$ cat src/design/utf8_decode_line_column_macros.svh
// Assertion macros for the UTF-8 line/column decoder.
// Depends on nothing; the including module must provide i_clk and i_rst_n.
`ifndef UTF8_DECODE_LINE_COLUMN_MACROS_SVH
`define UTF8_DECODE_LINE_COLUMN_MACROS_SVH
`ifndef SYNTHESIS
// Same-cycle implication, checked out of reset.
`define UTF8DLC_ASSERT_NOW(label, ante, cons) \
    label: assert property (@(posedge i_clk) disable iff (!i_rst_n) (ante) |-> (cons)) \
        else $error("utf8 decoder: same-cycle check failed");
// Next-cycle implication, checked out of reset.
`define UTF8DLC_ASSERT_NEXT(label, ante, cons) \
    label: assert property (@(posedge i_clk) disable iff (!i_rst_n) (ante) |=> (cons)) \
        else $error("utf8 decoder: next-cycle check failed");
`else
`define UTF8DLC_ASSERT_NOW(label, ante, cons)
`define UTF8DLC_ASSERT_NEXT(label, ante, cons)
`endif
`endif

$ cat src/design/utf8dlc_pkg.sv
// Shared types, constants and decode functions of the UTF-8 line/column decoder.
// Depends on nothing.
`default_nettype none

package utf8dlc_pkg;

    localparam int LINE_BITS_DEF   = 24;
    localparam int COLUMN_BITS_DEF = 16;

    localparam int CP_W   = 21;
    localparam int LINE_W = 24;
    localparam int COL_W  = 16;
    localparam int MAX_RESULTS = 3;

    localparam logic [CP_W-1:0] NEWLINE_CP = 21'd10;

    // Lead byte classification masks and patterns.
    localparam logic [7:0] ASCII_MASK  = 8'b1000_0000;
    localparam logic [7:0] LEAD2_MASK  = 8'b1110_0000;
    localparam logic [7:0] LEAD2_PAT   = 8'b1100_0000;
    localparam logic [7:0] LEAD3_MASK  = 8'b1111_0000;
    localparam logic [7:0] LEAD3_PAT   = 8'b1110_0000;
    localparam logic [7:0] LEAD4_MASK  = 8'b1111_1000;
    localparam logic [7:0] LEAD4_PAT   = 8'b1111_0000;
    // Payload masks.
    localparam logic [7:0] LEAD2_DATA  = 8'b0001_1111;
    localparam logic [7:0] CONT_DATA   = 8'b0011_1111;
    localparam logic [7:0] LEAD3_DATA  = 8'b0000_1111;
    localparam logic [7:0] LEAD4_DATA  = 8'b0000_0111;

    // Sequence length codes; zero marks an invalid lead byte.
    typedef logic [2:0] t_len;
    localparam t_len LEN_BAD = 3'd0;
    localparam t_len LEN_1   = 3'd1;
    localparam t_len LEN_2   = 3'd2;
    localparam t_len LEN_3   = 3'd3;
    localparam t_len LEN_4   = 3'd4;

    // Up to three decoded characters produced by one input beat.
    typedef struct packed {
        logic [1:0]                      count;
        logic                            final_flag;
        logic [MAX_RESULTS-1:0][CP_W-1:0] cp;
        logic [MAX_RESULTS-1:0]          bad;
    } t_group;

    function automatic t_len lead_length(input logic [7:0] b);
        t_len len;
        if ((b & ASCII_MASK) == 8'h00) begin
            len = LEN_1;
        end else if ((b & LEAD2_MASK) == LEAD2_PAT) begin
            len = LEN_2;
        end else if ((b & LEAD3_MASK) == LEAD3_PAT) begin
            len = LEN_3;
        end else if ((b & LEAD4_MASK) == LEAD4_PAT) begin
            len = LEN_4;
        end else begin
            len = LEN_BAD;
        end
        return len;
    endfunction

    function automatic logic [CP_W-1:0] seq_value(input logic [7:0] b0, input logic [7:0] b1,
                                                  input logic [7:0] b2, input logic [7:0] b3,
                                                  input t_len len);
        logic [7:0] l2;
        logic [7:0] l3;
        logic [7:0] l4;
        logic [7:0] c1;
        logic [7:0] c2;
        logic [7:0] c3;
        logic [CP_W-1:0] v;
        l2 = b0 & LEAD2_DATA;
        l3 = b0 & LEAD3_DATA;
        l4 = b0 & LEAD4_DATA;
        c1 = b1 & CONT_DATA;
        c2 = b2 & CONT_DATA;
        c3 = b3 & CONT_DATA;
        unique case (len)
            LEN_1:   v = {14'd0, b0[6:0]};
            LEN_2:   v = {10'd0, l2[4:0], c1[5:0]};
            LEN_3:   v = {5'd0, l3[3:0], c1[5:0], c2[5:0]};
            LEN_4:   v = {l4[2:0], c1[5:0], c2[5:0], c3[5:0]};
            default: v = '0;
        endcase
        return v;
    endfunction

endpackage

`default_nettype wire

$ cat src/design/utf8dlc_if.sv
// Valid/ready channel interfaces for raw bytes in and decoded characters out.
// Depends on utf8dlc_pkg for field widths.
`default_nettype none

interface utf8dlc_in_if;
    logic       valid;
    logic       ready;
    logic [7:0] data_byte;
    logic       last_byte;

    modport source (output valid, output data_byte, output last_byte, input ready);
    modport sink   (input valid, input data_byte, input last_byte, output ready);
endinterface

interface utf8dlc_out_if;
    logic                          valid;
    logic                          ready;
    logic [utf8dlc_pkg::CP_W-1:0]  code_point;
    logic                          bad_sequence;
    logic [utf8dlc_pkg::LINE_W-1:0] line_number;
    logic [utf8dlc_pkg::COL_W-1:0] column_number;
    logic                          final_result;

    modport source (output valid, output code_point, output bad_sequence,
                    output line_number, output column_number, output final_result,
                    input ready);
    modport sink   (input valid, input code_point, input bad_sequence,
                    input line_number, input column_number, input final_result,
                    output ready);
endinterface

`default_nettype wire

$ cat src/design/utf8dlc_decode.sv
// Sequence assembly: holds the partial-sequence buffer and turns one byte into a group of
// up to three decoded characters. Depends on utf8dlc_pkg.
`default_nettype none

module utf8dlc_decode (
    input  wire logic                i_clk,
    input  wire logic                i_rst_n,
    input  wire logic                i_take,
    input  wire logic [7:0]          i_data_byte,
    input  wire logic                i_last_byte,
    output utf8dlc_pkg::t_group      o_group
);

    logic [2:0][7:0] r_pend;
    logic [2:0][7:0] n_pend;
    logic [1:0]      r_pend_cnt;
    logic [1:0]      n_pend_cnt;
    logic [1:0]      r_need_cnt;
    logic [1:0]      n_need_cnt;

    logic [3:0][7:0]       buf_b;
    logic [2:0]            num;
    utf8dlc_pkg::t_len     cur_len;
    utf8dlc_pkg::t_len     flen;
    logic [2:0]            nxt;
    logic [1:0]            cnt;
    utf8dlc_pkg::t_group   grp;

    always_comb begin
        for (int k = 0; k < 3; k++) begin
            buf_b[k] = (2'(k) < r_pend_cnt) ? r_pend[k] : i_data_byte;
        end
        buf_b[3] = i_data_byte;
        num = {1'b0, r_pend_cnt} + 3'd1;

        grp            = '0;
        grp.final_flag = i_last_byte;
        n_pend         = r_pend;
        n_pend_cnt     = r_pend_cnt;
        n_need_cnt     = r_need_cnt;
        nxt            = '0;
        cnt            = '0;
        flen           = utf8dlc_pkg::LEN_BAD;

        if (r_pend_cnt == 2'd0) begin
            cur_len = utf8dlc_pkg::lead_length(i_data_byte);
        end else begin
            cur_len = {1'b0, r_need_cnt} + 3'd1;
        end

        if (i_last_byte) begin
            // End of input: walk the buffer, re-reading bytes behind a failed lead.
            for (int p = 0; p < 4; p++) begin
                if ((3'(p) < num) && (3'(p) == nxt)) begin
                    flen = utf8dlc_pkg::lead_length(buf_b[2'(p)]);
                    if (cnt != 2'd3) begin
                        if ((flen == utf8dlc_pkg::LEN_BAD) ||
                            ({1'b0, 3'(p)} + {1'b0, flen} > {1'b0, num})) begin
                            grp.bad[cnt] = 1'b1;
                            grp.cp[cnt]  = '0;
                            nxt          = 3'(p) + 3'd1;
                        end else begin
                            grp.bad[cnt] = 1'b0;
                            grp.cp[cnt]  = utf8dlc_pkg::seq_value(buf_b[2'(p)],
                                               buf_b[2'(p + 1)], buf_b[2'(p + 2)],
                                               buf_b[2'(p + 3)], flen);
                            nxt          = 3'(p) + flen;
                        end
                        cnt = cnt + 2'd1;
                    end
                end
            end
            grp.count  = cnt;
            n_pend_cnt = '0;
            n_need_cnt = '0;
        end else if (cur_len == utf8dlc_pkg::LEN_BAD) begin
            grp.count  = 2'd1;
            grp.bad[0] = 1'b1;
            n_pend_cnt = '0;
            n_need_cnt = '0;
        end else if (num >= cur_len) begin
            grp.count  = 2'd1;
            grp.cp[0]  = utf8dlc_pkg::seq_value(buf_b[0], buf_b[1], buf_b[2], buf_b[3],
                                                cur_len);
            n_pend_cnt = '0;
            n_need_cnt = '0;
        end else begin
            // Sequence still open: park the byte behind the ones already held.
            n_pend[r_pend_cnt] = i_data_byte;
            n_pend_cnt         = num[1:0];
            n_need_cnt         = 2'(cur_len - 3'd1);
        end
    end

    always_ff @(posedge i_clk) begin
        if (!i_rst_n) begin
            r_pend_cnt <= '0;
            r_need_cnt <= '0;
        end else if (i_take) begin
            r_pend_cnt <= n_pend_cnt;
            r_need_cnt <= n_need_cnt;
        end
        if (i_take) begin
            r_pend <= n_pend;
        end
    end

    assign o_group = grp;

endmodule

`default_nettype wire

$ cat src/design/utf8dlc_emit.sv
// Result serializer: holds one character group, hands out one character per beat and
// keeps the saturating line and column counters. Depends on utf8dlc_pkg.
`default_nettype none

module utf8dlc_emit #(
    parameter int LINE_BITS   = utf8dlc_pkg::LINE_BITS_DEF,
    parameter int COLUMN_BITS = utf8dlc_pkg::COLUMN_BITS_DEF
) (
    input  wire logic                           i_clk,
    input  wire logic                           i_rst_n,
    input  wire logic                           i_grp_valid,
    input  wire utf8dlc_pkg::t_group            i_grp,
    output logic                                o_grp_ready,
    output logic                                o_valid,
    input  wire logic                           i_ready,
    output logic [utf8dlc_pkg::CP_W-1:0]        o_code_point,
    output logic                                o_bad_sequence,
    output logic [utf8dlc_pkg::LINE_W-1:0]      o_line_number,
    output logic [utf8dlc_pkg::COL_W-1:0]       o_column_number,
    output logic                                o_final_result
);

    localparam logic [LINE_BITS-1:0]   LINE_MAX = {LINE_BITS{1'b1}};
    localparam logic [COLUMN_BITS-1:0] COL_MAX  = {COLUMN_BITS{1'b1}};

    utf8dlc_pkg::t_group r_grp;
    logic                r_grp_valid;
    logic [1:0]          r_idx;

    logic [LINE_BITS-1:0]   r_line;
    logic [LINE_BITS-1:0]   n_line;
    logic [COLUMN_BITS-1:0] r_col;
    logic [COLUMN_BITS-1:0] n_col;

    logic                         r_out_valid;
    logic [utf8dlc_pkg::CP_W-1:0] r_cp;
    logic                         r_bad;
    logic [LINE_BITS-1:0]         r_line_out;
    logic [COLUMN_BITS-1:0]       r_col_out;
    logic                         r_final;

    logic                         out_free;
    logic                         pop;
    logic                         last_entry;
    logic                         load;
    logic [utf8dlc_pkg::CP_W-1:0] sel_cp;
    logic                         sel_bad;
    logic [31:0]                  line_ext;
    logic [31:0]                  col_ext;

    assign out_free    = !r_out_valid || i_ready;
    assign pop         = r_grp_valid && out_free;
    assign last_entry  = (r_idx == (r_grp.count - 2'd1));
    assign o_grp_ready = !r_grp_valid || (pop && last_entry);
    assign load        = i_grp_valid && o_grp_ready;

    assign sel_cp  = r_grp.cp[r_idx];
    assign sel_bad = r_grp.bad[r_idx];

    always_comb begin
        n_line = r_line;
        n_col  = r_col;
        if (!sel_bad && (sel_cp == utf8dlc_pkg::NEWLINE_CP)) begin
            if (r_line != LINE_MAX) begin
                n_line = r_line + LINE_BITS'(1);
            end
            n_col = '0;
        end else if (r_col != COL_MAX) begin
            n_col = r_col + COLUMN_BITS'(1);
        end
    end

    always_ff @(posedge i_clk) begin
        if (!i_rst_n) begin
            r_grp_valid <= 1'b0;
            r_idx       <= '0;
            r_out_valid <= 1'b0;
            r_line      <= '0;
            r_col       <= '0;
        end else begin
            if (load) begin
                r_grp_valid <= (i_grp.count != 2'd0);
                r_idx       <= '0;
            end else if (pop) begin
                r_grp_valid <= !last_entry;
                r_idx       <= r_idx + 2'd1;
            end
            if (pop) begin
                r_out_valid <= 1'b1;
                r_line      <= n_line;
                r_col       <= n_col;
            end else if (i_ready) begin
                r_out_valid <= 1'b0;
            end
        end
        if (load) begin
            r_grp <= i_grp;
        end
        if (pop) begin
            r_cp       <= sel_bad ? '0 : sel_cp;
            r_bad      <= sel_bad;
            r_line_out <= n_line;
            r_col_out  <= n_col;
            r_final    <= r_grp.final_flag && last_entry;
        end
    end

    assign line_ext = 32'(r_line_out);
    assign col_ext  = 32'(r_col_out);

    assign o_valid         = r_out_valid;
    assign o_code_point    = r_cp;
    assign o_bad_sequence  = r_bad;
    assign o_line_number   = line_ext[utf8dlc_pkg::LINE_W-1:0];
    assign o_column_number = col_ext[utf8dlc_pkg::COL_W-1:0];
    assign o_final_result  = r_final;

endmodule

`default_nettype wire

$ cat src/design/utf8_decode_line_column.sv
// UTF-8 decoder with line and column tracking: input register, decoder and serializer.
// Depends on utf8dlc_pkg, utf8dlc_if, utf8dlc_decode, utf8dlc_emit and the macros header.
//
// Usage: raw bytes arrive on i_in, one per beat, with last_byte set on the final byte of
// an input. Each complete UTF-8 sequence (1 to 4 bytes, length set by its lead byte) gives
// one beat on o_out carrying the code point, an error flag, and the line and column after
// that character. A bad lead byte gives one error beat. On the final byte an unfinished
// sequence gives an error for its lead, and the bytes behind it are decoded again, so that
// byte may give up to three beats; final_result marks the last of them.
// Path: a byte passes the input register, the serializer's group register and the output
// register on its way to o_out. Throughput: one byte per cycle while each byte gives at
// most one result and o_out is ready. A final byte that gives k results keeps the
// serializer busy until all k are out, one per beat, and holds off the byte behind it.
// Stall: when o_out is not ready the output register holds its beat, the serializer holds
// its group, and i_in.ready drops once the input register also fills; nothing is lost.
// Reset (i_rst_n low, synchronous) empties all stages, drops the partial sequence and
// clears the line and column counters. The counters otherwise run across inputs and
// saturate at their full width.
`default_nettype none
`include "utf8_decode_line_column_macros.svh"

module utf8_decode_line_column #(
    parameter int LINE_BITS   = utf8dlc_pkg::LINE_BITS_DEF,
    parameter int COLUMN_BITS = utf8dlc_pkg::COLUMN_BITS_DEF
) (
    input  wire logic     i_clk,
    input  wire logic     i_rst_n,
    utf8dlc_in_if.sink    i_in,
    utf8dlc_out_if.source o_out
);

    // Input register stage.
    logic       r_s1_valid;
    logic [7:0] r_s1_byte;
    logic       r_s1_last;

    logic                grp_ready;
    logic                take;
    logic                in_fire;
    utf8dlc_pkg::t_group group;

    // The byte moves on whenever the serializer can take its group.
    assign take       = r_s1_valid && grp_ready;
    assign i_in.ready = !r_s1_valid || take;
    assign in_fire    = i_in.valid && i_in.ready;

    always_ff @(posedge i_clk) begin
        if (!i_rst_n) begin
            r_s1_valid <= 1'b0;
        end else if (in_fire) begin
            r_s1_valid <= 1'b1;
        end else if (take) begin
            r_s1_valid <= 1'b0;
        end
        if (in_fire) begin
            r_s1_byte <= i_in.data_byte;
            r_s1_last <= i_in.last_byte;
        end
    end

    // Decoder: partial-sequence buffer and per-byte character group.
    utf8dlc_decode u_decode (
        .i_clk       (i_clk),
        .i_rst_n     (i_rst_n),
        .i_take      (take),
        .i_data_byte (r_s1_byte),
        .i_last_byte (r_s1_last),
        .o_group     (group)
    );

    // Serializer: one character per output beat, with position counters.
    utf8dlc_emit #(
        .LINE_BITS   (LINE_BITS),
        .COLUMN_BITS (COLUMN_BITS)
    ) u_emit (
        .i_clk           (i_clk),
        .i_rst_n         (i_rst_n),
        .i_grp_valid     (r_s1_valid),
        .i_grp           (group),
        .o_grp_ready     (grp_ready),
        .o_valid         (o_out.valid),
        .i_ready         (o_out.ready),
        .o_code_point    (o_out.code_point),
        .o_bad_sequence  (o_out.bad_sequence),
        .o_line_number   (o_out.line_number),
        .o_column_number (o_out.column_number),
        .o_final_result  (o_out.final_result)
    );

    // An error character never carries a code point.
    `UTF8DLC_ASSERT_NOW(a_bad_has_zero_cp, o_out.valid && o_out.bad_sequence,
                        o_out.code_point == '0)
    // A good newline always leaves the column at zero.
    `UTF8DLC_ASSERT_NOW(a_newline_clears_col,
                        o_out.valid && !o_out.bad_sequence &&
                        (o_out.code_point == utf8dlc_pkg::NEWLINE_CP),
                        o_out.column_number == '0)
    // A byte held in the input register stays there until the serializer takes it.
    `UTF8DLC_ASSERT_NEXT(a_s1_holds, r_s1_valid && !take,
                         r_s1_valid && $stable(r_s1_byte) && $stable(r_s1_last))

endmodule

`default_nettype wire
$ cat src/flat_wrapper.sv
// flat-port wrapper written by rule: the top's interface ports become plain ports
module utf8_decode_line_column_flat 
#(
    parameter int LINE_BITS   = utf8dlc_pkg::LINE_BITS_DEF,
    parameter int COLUMN_BITS = utf8dlc_pkg::COLUMN_BITS_DEF
)
  (i_clk, i_rst_n, i_in_valid, i_in_data_byte, i_in_last_byte, i_in_ready, o_out_valid, o_out_code_point, o_out_bad_sequence, o_out_line_number, o_out_column_number, o_out_final_result, o_out_ready);
  utf8dlc_in_if i_in_i ();
  utf8dlc_out_if o_out_i ();
  input  wire logic i_clk;
  input  wire logic i_rst_n;
  input wire logic [$bits(i_in_i.valid)-1:0] i_in_valid;
  input wire logic [$bits(i_in_i.data_byte)-1:0] i_in_data_byte;
  input wire logic [$bits(i_in_i.last_byte)-1:0] i_in_last_byte;
  output wire logic [$bits(i_in_i.ready)-1:0] i_in_ready;
  output wire logic [$bits(o_out_i.valid)-1:0] o_out_valid;
  output wire logic [$bits(o_out_i.code_point)-1:0] o_out_code_point;
  output wire logic [$bits(o_out_i.bad_sequence)-1:0] o_out_bad_sequence;
  output wire logic [$bits(o_out_i.line_number)-1:0] o_out_line_number;
  output wire logic [$bits(o_out_i.column_number)-1:0] o_out_column_number;
  output wire logic [$bits(o_out_i.final_result)-1:0] o_out_final_result;
  input wire logic [$bits(o_out_i.ready)-1:0] o_out_ready;
  assign i_in_i.valid = i_in_valid;
  assign i_in_i.data_byte = i_in_data_byte;
  assign i_in_i.last_byte = i_in_last_byte;
  assign i_in_ready = i_in_i.ready;
  assign o_out_valid = o_out_i.valid;
  assign o_out_code_point = o_out_i.code_point;
  assign o_out_bad_sequence = o_out_i.bad_sequence;
  assign o_out_line_number = o_out_i.line_number;
  assign o_out_column_number = o_out_i.column_number;
  assign o_out_final_result = o_out_i.final_result;
  assign o_out_i.ready = o_out_ready;
  utf8_decode_line_column #(.LINE_BITS(LINE_BITS), .COLUMN_BITS(COLUMN_BITS)) u_core (.i_clk(i_clk), .i_rst_n(i_rst_n), .i_in(i_in_i), .o_out(o_out_i));
endmodule
$ cat config.mk
export PLATFORM = sky130hd
export DESIGN_NAME = utf8_decode_line_column_flat
export DESIGN_NICKNAME = d
export VERILOG_FILES = /design/src/design/utf8dlc_pkg.sv /design/src/design/utf8dlc_if.sv /design/src/design/utf8dlc_decode.sv /design/src/design/utf8dlc_emit.sv /design/src/design/utf8_decode_line_column.sv /design/src/flat_wrapper.sv
export VERILOG_INCLUDE_DIRS = /design/src /design/src/design
export SDC_FILE = /design/constraint.sdc
export NUM_CORES = 1
export LEC_CHECK = 0
export BUFFER_PORTS_ARGS = -buffer_cell sky130_fd_sc_hd__buf_2
export CORE_MARGIN = 2
export CORE_UTILIZATION = 45
export DETAILED_ROUTE_END_ITERATION = 16
export PLACE_DENSITY = 0.61
export SLEW_MARGIN = 20
export SYNTH_ARGS = -nofsm -noshare
export SYNTH_HDL_FRONTEND = slang
export SYNTH_HIERARCHICAL = 1
export SYNTH_SLANG_ARGS = --single-unit
$ cat constraint.sdc
create_clock -name i_clk -period 9.1 [get_ports i_clk]
set_input_delay 0.91 -clock i_clk [delete_from_list [all_inputs] [get_ports i_clk]]
set_output_delay 0.91 -clock i_clk [all_outputs]
set_load 0.01 [all_outputs]
==> flow_results.org <==
** Setup path
- The setup path with the least slack is of type flip-flop to flip-flop.
- In this run the worst path has a maximum fanout of 27.
- Endpoint of the worst-slack reg-to-reg timing path :: u_core/u_emit/r_grp[1]
- R2r worst-path depth :: 15
- The worst setup path is captured at a flip-flop.
- The startpoint identified for the worst register-to-register timing path is u_core/u_decode/r_pend_cnt[1].
- Nature of the critical path startpoint :: flip-flop
- The worst register-to-register path has a setup slack of 4.35 ns.
- In this run the worst setup path terminates at u_core/u_emit/r_grp[1].
- At the worst endpoint, the arrival time is 4.99 ns.
- Required time reported for the critical path endpoint :: 9.33 ns
- Tracing the worst setup path back leads to its startpoint at u_core/u_decode/r_pend_cnt[1].

** GRT
- Total GRT Usage :: 18.9%
- After global routing the overflow that remains totals 0.
- The first global-routing pass estimated 40.8 mm of wire.
- Number of antenna violations at the first check in global routing :: 0
- The via count of the first global-routing pass was 7506.
- Maximum number of pins on one net before global-route repair :: 71

** Detailed routing
- Using the TritonRoute via totals, the vias-per-cell ratio works out to 5.64.
- Detailed router's first-iteration violation count :: 757
- DRC violations left :: 0
- The routed design has 25.5 mm of wire.
- The count of nets left with antenna violations once routing finished came out at 0.
- For this run, the detailed router's first-pass iteration total came to 6.
- Summing over every cut layer, the via total after detailed routing is 8158.
- After detailed routing, the average wire length per cell comes to 17.7 µm.

** Logic synthesis
- The Yosys step of the flow raised 6 warnings.
- The top cell type by area accounts for 42.1% of the synthesized area.
- The synthesized design contains 212 register bits.
- Cells after Synth :: 1046
- Synth Cell Area :: 11600 µm²
- Post-synth EDFFs :: 163
- Synth async-reset ratio :: 0%
- By area the synthesized netlist is led by edfxtp_1 (42%), dfxtp_1 (8.4%), mux2i_1 (4.3%), ha_1 (2.8%), nor2_1 (2.4%).
- Counting distinct cell types in the post-synthesis netlist gives 90.
- Average cell area after synthesis :: 11.1 µm²
- Of all cell types, the one taking the most synthesized area is edfxtp_1.
- Among all flip-flop cells after synthesis, the most frequent one is edfxtp_1.
- Of the synthesized area, sequential elements account for 50.5%.

** Timing
- Worst clock skew :: 0.0194 ns
- The final-report hold violation count was 0.
- Fmax :: 0.210 GHz
- Final slew viol count :: 0
- At the pin with the least slew margin, the transition time is 1.10 ns.
- The tightest hold path in the finished design has a slack of 0.498 ns.
- Final worst-path setup slack :: 4.35 ns
- Setup repair after global routing left no endpoint under its margin.
- The clock period could shrink to 4.75 ns.
- Measured against its own limit, the worst slew margin works out to 26.2%.
- Summed negative setup slack over all endpoints :: 0 ns
- Setup violations remaining at the end of the flow were counted as 0.
- Of the available clock period, the critical path in the final layout requires 52.2%.

** CTS
- CTS buffer count :: 24
- Post-CTS repair changed the size of 0 cells.
- Number of buffers inserted by post-CTS setup repair :: 0
- The root buffer cell chosen for the clock tree is clkbuf_16.
- TritonCTS clock tree :: yes
- After clock tree synthesis, the clock-pin slew on the worst setup and hold paths is 0.07 ns.
- Clock latency on the worst-skew pair, taken at its later pin, is 0.53 ns.
- Number of sinks handled by clock tree synthesis :: 212
- CTS built an H-tree with a depth of 1.
- # hold bufs at CTS :: 0
- The longest clock path from root to sink contains 3 buffers.

** Hold path
- The min-delay analysis places its worst path in the category flip-flop to flip-flop.

** Finish
- Most frequent standard cell in the layout excluding fill and tap cells :: edfxtp_1
- Summing all multi-input logic gate instances after layout gives 5200 µm².
- Final net count :: 1137
- Of the cells placed in the final design, the portion with a size suffix greater than 1 is 16.9%.
- Relative to the synthesized area, the layout overhead comes to 10.8%.
- Ant diodes :: 0
- Once layout is complete, the cells apart from fillers number 1446.
- Sequential cell area :: 5880 µm²
- Leaving out fill and tap cells, the most frequent cells in the layout are edfxtp_1 (163), buf_2 (77), nor2_1 (73), nand2_1 (70), mux2i_1 (50).
- Number of inserted filler cells in the final layout :: 2283

** Place
- The number of placed instances, taps included, is 1402.
- Half-perimeter wire length after placement :: 17.1 mm
- Number of port buffers :: 77
- RD Place Congestion :: 0.888
- At the placement stage, the worst setup path has a slack of 4.39 ns.

** Floorplan
- The core region is 25300 µm².
- In this run the core area contains 58 standard-cell rows.
- Die outline width :: 165 µm
- Die footprint :: 27100 µm²
- For this configuration, the core starts out at a cell density of 46.1%.
- The die is 165 µm tall.
- I/O pin count :: 78

** Power and ir drop
- VDD sags by at most 170 µV.
- Total power per unit cell area :: 179 nW/µm²
- Total power after layout :: 2.30 mW
- Reported leakage power :: 4.47 nW

** Flow run
- Number of max-cap violations :: 0

** Outcome
- Outcome :: completed
final cells by class:
class                           count  area share (%)
Clock inverter                     16            1.50
Inverter                           29           0.855
Sequential cell                   212            45.6
Clock buffer                       28            4.86
Tap cell                          330            3.21
Timing Repair Buffer               87            3.57
Multi-Input combinational cell    744            40.4
power breakdown:
group          internal (mW)  leakage, nW  switching (mW)
sequential              1.08         1.92          0.0162
combinational         0.0691         2.15           0.134
clock                  0.606        0.398           0.392
sequential cells by signal, summed over array words and instances, names as in the netlist, 2 cells and up:
register / cells
u_core/u_decode/r_need_cnt: 2
u_core/u_emit/r_idx: 2
u_core/r_s1_byte: 8
u_core/u_decode/r_pend: 22
u_core/u_emit/r_col: 16
u_core/u_emit/r_grp: 69
u_core/u_emit/o_code_point: 21
u_core/u_emit/o_column_number: 16
u_core/u_emit/o_line_number: 24
u_core/u_decode/r_pend_cnt: 2
u_core/u_emit/r_line: 24
routing by layer:
metal	vias to the layer above	GRT usage (%)	share of wire [%]
li1	4000	-	-
met1	3851	28.9	48
met2	260	28.1	44
met3	47	2.49	6.0
met4	0	5.10	2.4
met5	-	0	0
through the flow:
stage          area, µm²  utilization, %
2_1_floorplan      11700               -
3_3_place_gp       12100            47.8
3_5_place_dp       12100            47.8
4_1_cts            12900            51.0
5_1_grt            12900            51.0
6_report           12900            51.0
worst max-delay path, stage by stage, from the launching register on:
cell and delay (ns):
dfxtp_1 0.72, inv_1 0.17, ha_1 0.22, buf_4 0.24
mux2i_4 0.26, inv_1 0.17, nand2_1 0.13, a311oi_1 0.25
ha_1 0.30, a211oi_1 0.37, o21a_4 0.23, nor2_2 0.07
ha_1 0.34, nand2b_1 0.10, o32ai_4 0.79, nor4bb_1 0.12
Yosys cell counts (all sizes together), types with 18 or more instances:
cell type and instances:
inv 29, ha 26, nor3 50, mux2i 52, nand3 39, a2bb2oi 18
clkbuf 28, nand2 70, buf 57, a21oi 33, o21ai 26, nor4 31
edfxtp 163, xor2 24, and3 19, dfxtp 49, nand2b 31, nor2 75
a22oi 19
how the worst min path moves through the flow:
stage                                        startpoint                             to  slack [ns]  depth (start not counted)
after floorplan                     u_core/r_s1_byte[5]     u_core/u_decode/r_pend[13]        0.45                          0
after CTS                 u_core/u_decode/r_need_cnt[1]  u_core/u_decode/r_need_cnt[1]        0.50                          2
final                     u_core/u_decode/r_need_cnt[1]  u_core/u_decode/r_need_cnt[1]        0.50                          2
after global routing      u_core/u_decode/r_need_cnt[1]  u_core/u_decode/r_need_cnt[1]        0.53                          2
after detailed placement  u_core/u_decode/r_need_cnt[1]  u_core/u_decode/r_need_cnt[1]        0.49                          2
after global placement    u_core/u_decode/r_need_cnt[1]  u_core/u_decode/r_need_cnt[1]        0.48                          2
kinds of logic after synthesis:
logic type,Yosys count,share of synthesized area [%]
AND/OR/NAND/NOR,405,20.8
multiplexers,63,5.76
other,1,0.0322
flip-flops,212,50.5
buffers and inverters,114,5.51
AO/OA/AOI/OAI,190,12.0
XOR/XNOR,35,2.64
adder cells (fa/ha/maj),26,2.80
Power figures use the tool's default switching activity.
